$ cat src/rtl/core/wtcq_pkg.sv
`timescale 1ns / 1ps
// package for the weighted three-class queue server
// types, codes, widths and reset values shared by all core files
package wtcq_pkg;

    localparam int ID_W  = 32;
    localparam int AGE_W = 7;
    localparam int WGT_W = 3;
    localparam int CLS_W = 2;
    localparam int NUM_CLASSES = 3;
    localparam int CFG_IDX_W = 3;
    localparam int CFG_DATA_W = 7;
    localparam int QUEUE_DEPTH_DEF = 16;

    localparam int S_TDATA_W = ((ID_W + AGE_W + 7) / 8) * 8;
    localparam int M_TDATA_W = ((ID_W + AGE_W + CLS_W + 2 + 7) / 8) * 8;

    localparam logic OP_ENQUEUE = 1'b0;
    localparam logic OP_SERVE   = 1'b1;

    localparam logic [CLS_W-1:0] CLS_FIRST  = 2'd0;
    localparam logic [CLS_W-1:0] CLS_SECOND = 2'd1;
    localparam logic [CLS_W-1:0] CLS_THIRD  = 2'd2;

    localparam logic [CFG_IDX_W-1:0] REG_UPPER_AGE  = 3'd0;
    localparam logic [CFG_IDX_W-1:0] REG_LOWER_AGE  = 3'd1;
    localparam logic [CFG_IDX_W-1:0] REG_FIRST_WGT  = 3'd2;
    localparam logic [CFG_IDX_W-1:0] REG_SECOND_WGT = 3'd3;
    localparam logic [CFG_IDX_W-1:0] REG_THIRD_WGT  = 3'd4;

    localparam logic [AGE_W-1:0] UPPER_AGE_RST  = 7'd55;
    localparam logic [AGE_W-1:0] LOWER_AGE_RST  = 7'd40;
    localparam logic [WGT_W-1:0] FIRST_WGT_RST  = 3'd3;
    localparam logic [WGT_W-1:0] SECOND_WGT_RST = 3'd1;
    localparam logic [WGT_W-1:0] THIRD_WGT_RST  = 3'd1;

    typedef logic [CLS_W-1:0] class_t;

    typedef struct packed {
        logic [AGE_W-1:0] age;
        logic [ID_W-1:0]  id;
    } entry_t;

    typedef struct packed {
        logic   served;
        logic   dropped;
        class_t cls;
    } sched_res_t;

endpackage

$ cat src/rtl/core/wtcq_mem.sv
`timescale 1ns / 1ps
// entry storage for all three queues, one write and one registered read port
// depends on wtcq_pkg for the entry type
module wtcq_mem
    import wtcq_pkg::*;
#(
    parameter int QUEUE_DEPTH = QUEUE_DEPTH_DEF,
    localparam int PTR_W = $clog2(QUEUE_DEPTH),
    localparam int ADDR_W = PTR_W + CLS_W
)
(
    input  logic              clk,
    input  logic              wr_en,
    input  logic [ADDR_W-1:0] wr_addr,
    input  entry_t            wr_data,
    input  logic              rd_en,
    input  logic [ADDR_W-1:0] rd_addr,
    output entry_t            rd_data
);

    localparam int MEM_DEPTH = NUM_CLASSES * (1 << PTR_W);

    entry_t mem [MEM_DEPTH];
    entry_t rd_data_reg;

    always_ff @(posedge clk)
    begin
        if (wr_en)
        begin
            mem[wr_addr] <= wr_data;
        end
        if (rd_en)
        begin
            rd_data_reg <= mem[rd_addr];
        end
    end

    assign rd_data = rd_data_reg;

endmodule

$ cat src/rtl/core/wtcq_sched.sv
`timescale 1ns / 1ps
// queue pointers, fill counts and weighted rotation state
// depends on wtcq_pkg; drives the ports of wtcq_mem
module wtcq_sched
    import wtcq_pkg::*;
#(
    parameter int QUEUE_DEPTH = QUEUE_DEPTH_DEF,
    localparam int PTR_W = $clog2(QUEUE_DEPTH),
    localparam int ADDR_W = PTR_W + CLS_W
)
(
    input  logic                             clk,
    input  logic                             rst_n,
    input  logic                             accept,
    input  logic                             op,
    input  logic [AGE_W-1:0]                 age,
    input  logic [AGE_W-1:0]                 upper_age,
    input  logic [AGE_W-1:0]                 lower_age,
    input  logic [NUM_CLASSES-1:0][WGT_W-1:0] weights,
    output logic                             wr_en,
    output logic [ADDR_W-1:0]                wr_addr,
    output logic                             rd_en,
    output logic [ADDR_W-1:0]                rd_addr,
    output sched_res_t                       res,
    output logic                             all_empty
);

    localparam int CNT_W = $clog2(QUEUE_DEPTH + 1);
    localparam logic [PTR_W-1:0] PTR_LAST = PTR_W'(QUEUE_DEPTH - 1);
    localparam logic [CNT_W-1:0] CNT_FULL = CNT_W'(QUEUE_DEPTH);

    logic [PTR_W-1:0] rptr_reg [NUM_CLASSES];
    logic [PTR_W-1:0] wptr_reg [NUM_CLASSES];
    logic [CNT_W-1:0] cnt_reg  [NUM_CLASSES];
    class_t           cur_reg, cur_next;
    logic [WGT_W-1:0] turn_reg, turn_next;
    sched_res_t       res_reg, res_next;

    logic [NUM_CLASSES-1:0] nonempty;
    logic [NUM_CLASSES-1:0] full;
    class_t                 enq_cls;
    logic                   enq_do;
    logic [PTR_W-1:0]       enq_ptr;
    logic [PTR_W-1:0]       srv_ptr;
    class_t                 c_v;
    logic [WGT_W-1:0]       t_v;
    logic                   hit;
    logic                   wrap;

    always_comb
    begin
        for (int k = 0; k < NUM_CLASSES; k++)
        begin
            nonempty[k] = (cnt_reg[k] != '0);
            full[k]     = (cnt_reg[k] >= CNT_FULL);
        end
    end

    assign all_empty = ~|nonempty;

    // class selection by age thresholds
    always_comb
    begin
        if (age > upper_age)
        begin
            enq_cls = CLS_FIRST;
        end
        else if (age > lower_age)
        begin
            enq_cls = CLS_SECOND;
        end
        else
        begin
            enq_cls = CLS_THIRD;
        end
    end

    assign enq_do  = accept && (op == OP_ENQUEUE) && !full[enq_cls];
    assign enq_ptr = wptr_reg[enq_cls];

    // weighted rotation, at most one pass over the three classes
    always_comb
    begin
        c_v  = (cur_reg > CLS_THIRD) ? CLS_FIRST : cur_reg;
        t_v  = turn_reg;
        hit  = 1'b0;
        wrap = 1'b0;
        for (int k = 0; k < NUM_CLASSES; k++)
        begin
            if (!hit && !wrap)
            begin
                if ((t_v < weights[c_v]) && nonempty[c_v])
                begin
                    hit = 1'b1;
                end
                else
                begin
                    t_v = '0;
                    if (c_v == CLS_THIRD)
                    begin
                        c_v  = CLS_FIRST;
                        wrap = 1'b1;
                    end
                    else
                    begin
                        c_v = c_v + 2'd1;
                    end
                end
            end
        end
    end

    assign srv_ptr = rptr_reg[c_v];

    assign wr_en   = enq_do;
    assign wr_addr = {enq_cls, enq_ptr};
    assign rd_en   = accept && (op == OP_SERVE) && hit;
    assign rd_addr = {c_v, srv_ptr};

    always_comb
    begin
        cur_next  = cur_reg;
        turn_next = turn_reg;
        res_next  = res_reg;
        if (accept)
        begin
            res_next = '{served: 1'b0, dropped: 1'b0, cls: CLS_FIRST};
            if (op == OP_ENQUEUE)
            begin
                res_next.dropped = full[enq_cls];
            end
            else
            begin
                cur_next = c_v;
                if (hit)
                begin
                    turn_next       = t_v + 3'd1;
                    res_next.served = 1'b1;
                    res_next.cls    = c_v;
                end
                else
                begin
                    turn_next = '0;
                end
            end
        end
    end

    always_ff @(posedge clk or negedge rst_n)
    begin
        if (!rst_n)
        begin
            for (int k = 0; k < NUM_CLASSES; k++)
            begin
                rptr_reg[k] <= '0;
                wptr_reg[k] <= '0;
                cnt_reg[k]  <= '0;
            end
            cur_reg  <= CLS_FIRST;
            turn_reg <= '0;
            res_reg  <= '{served: 1'b0, dropped: 1'b0, cls: CLS_FIRST};
        end
        else
        begin
            for (int k = 0; k < NUM_CLASSES; k++)
            begin
                if (wr_en && (enq_cls == CLS_W'(k)))
                begin
                    wptr_reg[k] <= (wptr_reg[k] == PTR_LAST) ? '0 : wptr_reg[k] + PTR_W'(1);
                    cnt_reg[k]  <= cnt_reg[k] + CNT_W'(1);
                end
                if (rd_en && (c_v == CLS_W'(k)))
                begin
                    rptr_reg[k] <= (rptr_reg[k] == PTR_LAST) ? '0 : rptr_reg[k] + PTR_W'(1);
                    cnt_reg[k]  <= cnt_reg[k] - CNT_W'(1);
                end
            end
            cur_reg  <= cur_next;
            turn_reg <= turn_next;
            res_reg  <= res_next;
        end
    end

    assign res = res_reg;

    a_no_serve_when_empty: assert property (@(posedge clk) disable iff (!rst_n)
        accept && (op == OP_SERVE) && all_empty |=> !res.served)
        else $error("serve granted with all queues empty");

    a_fill_bounded: assert property (@(posedge clk) disable iff (!rst_n)
        (cnt_reg[0] <= CNT_FULL) && (cnt_reg[1] <= CNT_FULL) && (cnt_reg[2] <= CNT_FULL))
        else $error("fill count above queue depth");

    a_drop_no_write: assert property (@(posedge clk) disable iff (!rst_n)
        wr_en |=> !res.dropped)
        else $error("entry written and reported dropped");

endmodule

$ cat src/rtl/core/weighted_three_class_queue_server_top.sv
`timescale 1ns / 1ps
// top level of the weighted three-class queue server
// depends on wtcq_pkg, wtcq_sched and wtcq_mem
//
//  channel  handshake            payload
//  s_*      s_tvalid / s_tready  tuser: operation; tdata: person_id, age
//  m_*      m_tvalid / m_tready  tuser: served; tdata: id, age, class, dropped, all_empty
//  cfg_*    cfg_valid / cfg_ready cfg_index, cfg_data
//
// a request first updates pointer state and accesses the entry memory, then its registered
// read data moves into the output register
// a new request is taken once the previous result sits in the output register
// reset clears pointers, counts and rotation; entry memory needs no clearing
// a stalled m_tready holds the result and keeps s_tready low after one more request
// cfg_ready is always high; writes beyond the register list are ignored
module weighted_three_class_queue_server_top
    import wtcq_pkg::*;
#(
    parameter int QUEUE_DEPTH = QUEUE_DEPTH_DEF
)
(
    input  logic                  clk,
    input  logic                  rst_n,
    input  logic                  s_tvalid,
    output logic                  s_tready,
    input  logic [S_TDATA_W-1:0]  s_tdata,   // person_id, age, zero pad
    input  logic                  s_tuser,   // operation
    output logic                  m_tvalid,
    input  logic                  m_tready,
    output logic [M_TDATA_W-1:0]  m_tdata, // served_id, served_age, served_class, dropped, all_empty
    output logic                  m_tuser,   // served
    input  logic                  cfg_valid,
    output logic                  cfg_ready,
    input  logic [CFG_IDX_W-1:0]  cfg_index,
    input  logic [CFG_DATA_W-1:0] cfg_data
);

    localparam int PTR_W = $clog2(QUEUE_DEPTH);
    localparam int ADDR_W = PTR_W + CLS_W;
    localparam int OUT_BITS = ID_W + AGE_W + CLS_W + 2;

    typedef enum logic {ST_IDLE, ST_RESP} state_t;

    state_t state_reg;
    logic   out_valid_reg;
    logic   out_served_reg;
    logic [OUT_BITS-1:0] out_data_reg;

    logic [AGE_W-1:0] upper_age_reg;
    logic [AGE_W-1:0] lower_age_reg;
    logic [NUM_CLASSES-1:0][WGT_W-1:0] weights_reg;

    logic              accept;
    logic              wr_en;
    logic              rd_en;
    logic [ADDR_W-1:0] wr_addr;
    logic [ADDR_W-1:0] rd_addr;
    entry_t            wr_data;
    entry_t            rd_data;
    sched_res_t        res;
    logic              all_empty;
    logic              out_free;
    entry_t            srv_entry;

    assign s_tready  = (state_reg == ST_IDLE);
    assign accept    = s_tvalid && s_tready;
    assign cfg_ready = 1'b1;
    assign out_free  = !out_valid_reg || m_tready;

    assign wr_data.id  = s_tdata[ID_W-1:0];
    assign wr_data.age = s_tdata[ID_W +: AGE_W];

    always_ff @(posedge clk or negedge rst_n)
    begin
        if (!rst_n)
        begin
            upper_age_reg  <= UPPER_AGE_RST;
            lower_age_reg  <= LOWER_AGE_RST;
            weights_reg[0] <= FIRST_WGT_RST;
            weights_reg[1] <= SECOND_WGT_RST;
            weights_reg[2] <= THIRD_WGT_RST;
        end
        else if (cfg_valid)
        begin
            unique case (cfg_index)
                REG_UPPER_AGE:  upper_age_reg  <= cfg_data[AGE_W-1:0];
                REG_LOWER_AGE:  lower_age_reg  <= cfg_data[AGE_W-1:0];
                REG_FIRST_WGT:  weights_reg[0] <= cfg_data[WGT_W-1:0];
                REG_SECOND_WGT: weights_reg[1] <= cfg_data[WGT_W-1:0];
                REG_THIRD_WGT:  weights_reg[2] <= cfg_data[WGT_W-1:0];
                default:        ;
            endcase
        end
    end

    wtcq_sched #(
        .QUEUE_DEPTH(QUEUE_DEPTH)
    ) u_sched (
        .clk       (clk),
        .rst_n     (rst_n),
        .accept    (accept),
        .op        (s_tuser),
        .age       (s_tdata[ID_W +: AGE_W]),
        .upper_age (upper_age_reg),
        .lower_age (lower_age_reg),
        .weights   (weights_reg),
        .wr_en     (wr_en),
        .wr_addr   (wr_addr),
        .rd_en     (rd_en),
        .rd_addr   (rd_addr),
        .res       (res),
        .all_empty (all_empty)
    );

    wtcq_mem #(
        .QUEUE_DEPTH(QUEUE_DEPTH)
    ) u_mem (
        .clk     (clk),
        .wr_en   (wr_en),
        .wr_addr (wr_addr),
        .wr_data (wr_data),
        .rd_en   (rd_en),
        .rd_addr (rd_addr),
        .rd_data (rd_data)
    );

    assign srv_entry = res.served ? rd_data : '0;

    always_ff @(posedge clk or negedge rst_n)
    begin
        if (!rst_n)
        begin
            state_reg      <= ST_IDLE;
            out_valid_reg  <= 1'b0;
            out_served_reg <= 1'b0;
            out_data_reg   <= '0;
        end
        else
        begin
            unique case (state_reg)
                ST_IDLE:
                begin
                    if (m_tready)
                    begin
                        out_valid_reg <= 1'b0;
                    end
                    if (accept)
                    begin
                        state_reg <= ST_RESP;
                    end
                end
                ST_RESP:
                begin
                    if (out_free)
                    begin
                        out_valid_reg  <= 1'b1;
                        out_served_reg <= res.served;
                        out_data_reg   <= {all_empty, res.dropped, res.cls,
                                           srv_entry.age, srv_entry.id};
                        state_reg      <= ST_IDLE;
                    end
                end
                default:
                begin
                    if (m_tready)
                    begin
                        out_valid_reg <= 1'b0;
                    end
                    state_reg <= ST_IDLE;
                end
            endcase
        end
    end

    assign m_tvalid = out_valid_reg;
    assign m_tuser  = out_served_reg;
    assign m_tdata  = {{(M_TDATA_W - OUT_BITS){1'b0}}, out_data_reg};

    a_one_in_flight: assert property (@(posedge clk) disable iff (!rst_n)
        accept |=> !s_tready)
        else $error("request taken while another is in flight");

    a_served_not_dropped: assert property (@(posedge clk) disable iff (!rst_n)
        m_tvalid && m_tuser |-> !m_tdata[ID_W + AGE_W + CLS_W])
        else $error("result both served and dropped");

    a_served_not_empty_before: assert property (@(posedge clk) disable iff (!rst_n)
        (state_reg == ST_RESP) && res.served |-> rd_en == 1'b0)
        else $error("memory read issued while a result is pending");

endmodule

$ cat config.mk
export PLATFORM = sky130hd
export DESIGN_NAME = weighted_three_class_queue_server_top
export DESIGN_NICKNAME = d
export VERILOG_FILES = /design/src/rtl/core/wtcq_pkg.sv /design/src/rtl/core/wtcq_mem.sv /design/src/rtl/core/wtcq_sched.sv /design/src/rtl/core/weighted_three_class_queue_server_top.sv
export SDC_FILE = /design/constraint.sdc
export NUM_CORES = 2
export LEC_CHECK = 0
export BUFFER_PORTS_ARGS = -buffer_cell sky130_fd_sc_hd__buf_2
export CAP_MARGIN = 40
export CORE_MARGIN = 2
export CORE_UTILIZATION = 45
export CTS_CLUSTER_SIZE = 30
export DETAILED_ROUTE_END_ITERATION = 16
export GPL_TIMING_DRIVEN = 1
export MAX_ROUTING_LAYER = met4
export PLACE_DENSITY = 0.61
export RECOVER_POWER = 100
export SLEW_MARGIN = 25
export SYNTH_ARGS = -nofsm -noshare
export SYNTH_HDL_FRONTEND = slang
export SYNTH_SLANG_ARGS = --single-unit
$ cat constraint.sdc
create_clock -name clk -period 22.8 [get_ports clk]
set_input_delay 3.42 -clock clk [delete_from_list [all_inputs] [get_ports clk]]
set_output_delay 3.42 -clock clk [all_outputs]
set_load 0.05 [all_outputs]
==> results.md <==
* Fin crit share at ~68%
* Gpl congestion at 0.836
* Distinct cell type count after synthesis at just under 90
* Fin nets at ~6,200
* Ys flop type: edfxtp_1
* Via count at around 50,000
* Clock Pin Slew Worst Setup and Hold Paths at ~0.060 ns
* RSZ-0062 raised after global routing: no
* Clock root buffer: clkbuf_16
* Port bufs at 100
* Cts bufs inserted at 204
* Final setup violation count at 0
* Failing checks: capacitance limit, slew limit
* Synth warnings at 0
* Grt ovf at 0
* Layout cell share with drive strength beyond 1 at ~8.6%
* Max-capacitance violation count at ~110
* Worst-path maximum fanout at between 60 and 70
* Dpl hpwl at about 130 mm
* Initial drt markers at 6,246
* Worst endpoint required time at roughly 23 ns
* Critical Path End Type: register
* Layout area overhead at 11.6%
* Share of the synthesized area in the top cell type at roughly 71%
* Antenna-violating nets left at 0
* Wire length per cell at 26.2 um
* Hold path startpoint: out_data_reg[5]
* Initial Utilization at between 40 and 50%
* Gate Count Post-Synth at 5,983
* Final hold violations at 0
* Status: finished, violations left
* CTS tree: yes
* Clk_skew at approximately 0.037 ns
* Worst Hold Class: reg -> reg
* TritonCTS sink count at roughly 2,000
* Fmax at around 0.064 GHz
* Hold Crit Depth at 2
* Drt first pass iters at 7
* Worst setup SP type: register
* Vias per cell at 5.82
* Final hold slack at 0.478 ns
* Vias in the first global route at 46,800
* Site Rows at about 160
* Setup crit start: u_sched.cur_reg[1]
* Post-synth top cells: 1,911 x edfxtp_1, 1,627 x nand2_1, 469 x nand3_1
* Chip height at 429 um
* Seq/Total Area, Yosys at between 70% and 80%
* R2R cell count at 35
* Post-synth EDFFs at 1,911
* Layout fillers at between 15,000 and 20,000
* Post_cts resized at 0
* Synthesized flop and latch total at a little over 2,000
* GR Util All Layers at 24.9%
* Synth Cell Area at between 80,000 and 90,000 um2
* Most frequent cell after synthesis: edfxtp_1
* Hold Buf Count CTS at 0
* Wirelength, routed at ~230 mm
* H-tree lvl count at 4
* Largest net degree at the start of global routing at 152
* Worst path max stage delay at 2.56 ns
* WP data arrival at ~16 ns
* Worst skew pair latency at between 0.8 and 0.9 ns
* # placed instances at just over 8,000
* Synth Area per Inst at approximately 14 um2
* Die area at 184,000 um2
* Normalized max-slew margin at -159%
* Setup TNS at 0 ns
* Initial antenna violation count at 21
* Tightest Pin Transition at slightly below 4 ns
* Asr flop ratio synth at just under 6%
* Largest area contributor in the netlist: edfxtp_1
* Crit-path most repeated cell: a21oi_1
* I/O pin count at about 110
* Clock Path Buffers at 3
* Min cycle time layout at approximately 16 ns
* First-pass GRT wire length at ~330 mm
* Chip width at 429 um
* DRC Markers at 0
* Max reg flops at approximately 1,900
* Non-filler instance count after layout at roughly 8,700
* Core Region at about 180,000 um2
* Main area contributors after synthesis: edfxtp_1 71%, nand2_1 7.5%, dfrtp_1 3.3%
* Worst setup path class: reg -> reg
* Flop-to-flop setup slack at between 7 and 8 ns
* Reg2reg start: u_sched.cur_reg[1]
* Slew Viols, Final at around 4,000
* Slowest cell on crit path: clkbuf_1
* Setup bufs post-CTS at 0
cells by family after synthesis:
logic type                 synth area share [%]
AOI/OAI and AO/OA                          7.22
DFF                                        74.1
muxes                                      3.36
buffers and inverters                      2.13
other                                   0.00923
and+or+nand+nor                            12.3
adders and majority gates                 0.689
xor gates and xnor gates                  0.194
metal layers:
layer  up-vias  GRT usage [%]  routed length [um]
met4         0           6.96                7070
met2      2215           40.3              110000
li1      22500              -                   -
met3       419           4.04               18700
met5         -              -                   0
met1     25300           32.7               91100
metrics by stage:
stage	utilization (%)	cell area, um2	setup slack, ns
after CTS	50.9	91700	11.23
after floorplan	-	81400	14.38
final	50.4	90800	7.19
after detailed placement	47.4	85400	11.28
after global routing	50.4	90800	6.32
after global placement	47.0	84700	11.31
worst max-delay path, delay by kind of cell (launching register included):
kind / cells / cell delay (ns)
flip-flops: 1 / 0.42
AND/OR/NAND/NOR: 9 / 2.30
AO/OA/AOI/OAI: 18 / 6.50
adder cells (fa/ha/maj): 4 / 1.37
multiplexers: 1 / 0.24
buffers and inverters: 3 / 4.39
final cells by class:
cell class	count	area (um2)	share of cell area, %
Sequential cell	2028	60300	66.4
Multi-Input combinational cell	3573	19700	21.7
Clock buffer	278	5500	6.05
Tap cell	2370	2970	3.26
Timing Repair Buffer	282	1500	1.65
Clock inverter	90	734	0.808
Inverter	35	131	0.145
Antenna cell	8	20.0	0.0220
cell usage in the layout, fill, tap and decap left out, types with 9 or more instances in the layout:
cell type and count:
a211o_1 12, a21o_1 22, a21oi_1 337, a221o_1 11, a221oi_1 49, a221oi_2 20
a22o_1 13, a311o_1 11, a31o_1 21, a31o_2 58, a31oi_1 17, and3_1 11
buf_2 18, buf_4 51, clkbuf_1 261, clkbuf_16 206, clkinv_1 45, clkinv_2 23
dfrtp_1 105, dfstp_2 11, edfxtp_1 1911, ha_1 40, inv_1 35, mux2_2 35
mux2i_1 229, nand2_1 1627, nand3_1 469, nand4_1 9, nor2_1 96, nor2_4 42
nor4_1 31, o2111ai_1 29, o21ai_0 133, o221ai_1 42, o22ai_1 29, or4_1 40
xnor2_1 11
worst paths after layout:
path / end
max: u_mem.rd_data[9]
min: out_data_reg[5]
max reg2reg: u_mem.rd_data[9]
min reg2reg: out_data_reg[5]
max in group asynchronous: out_data_reg[33]
min in group asynchronous: weights_reg[5]
Power is left out: the tool's default activity adds up to more than one toggle a clock period on the data nets, which glitch-free logic cannot reach.
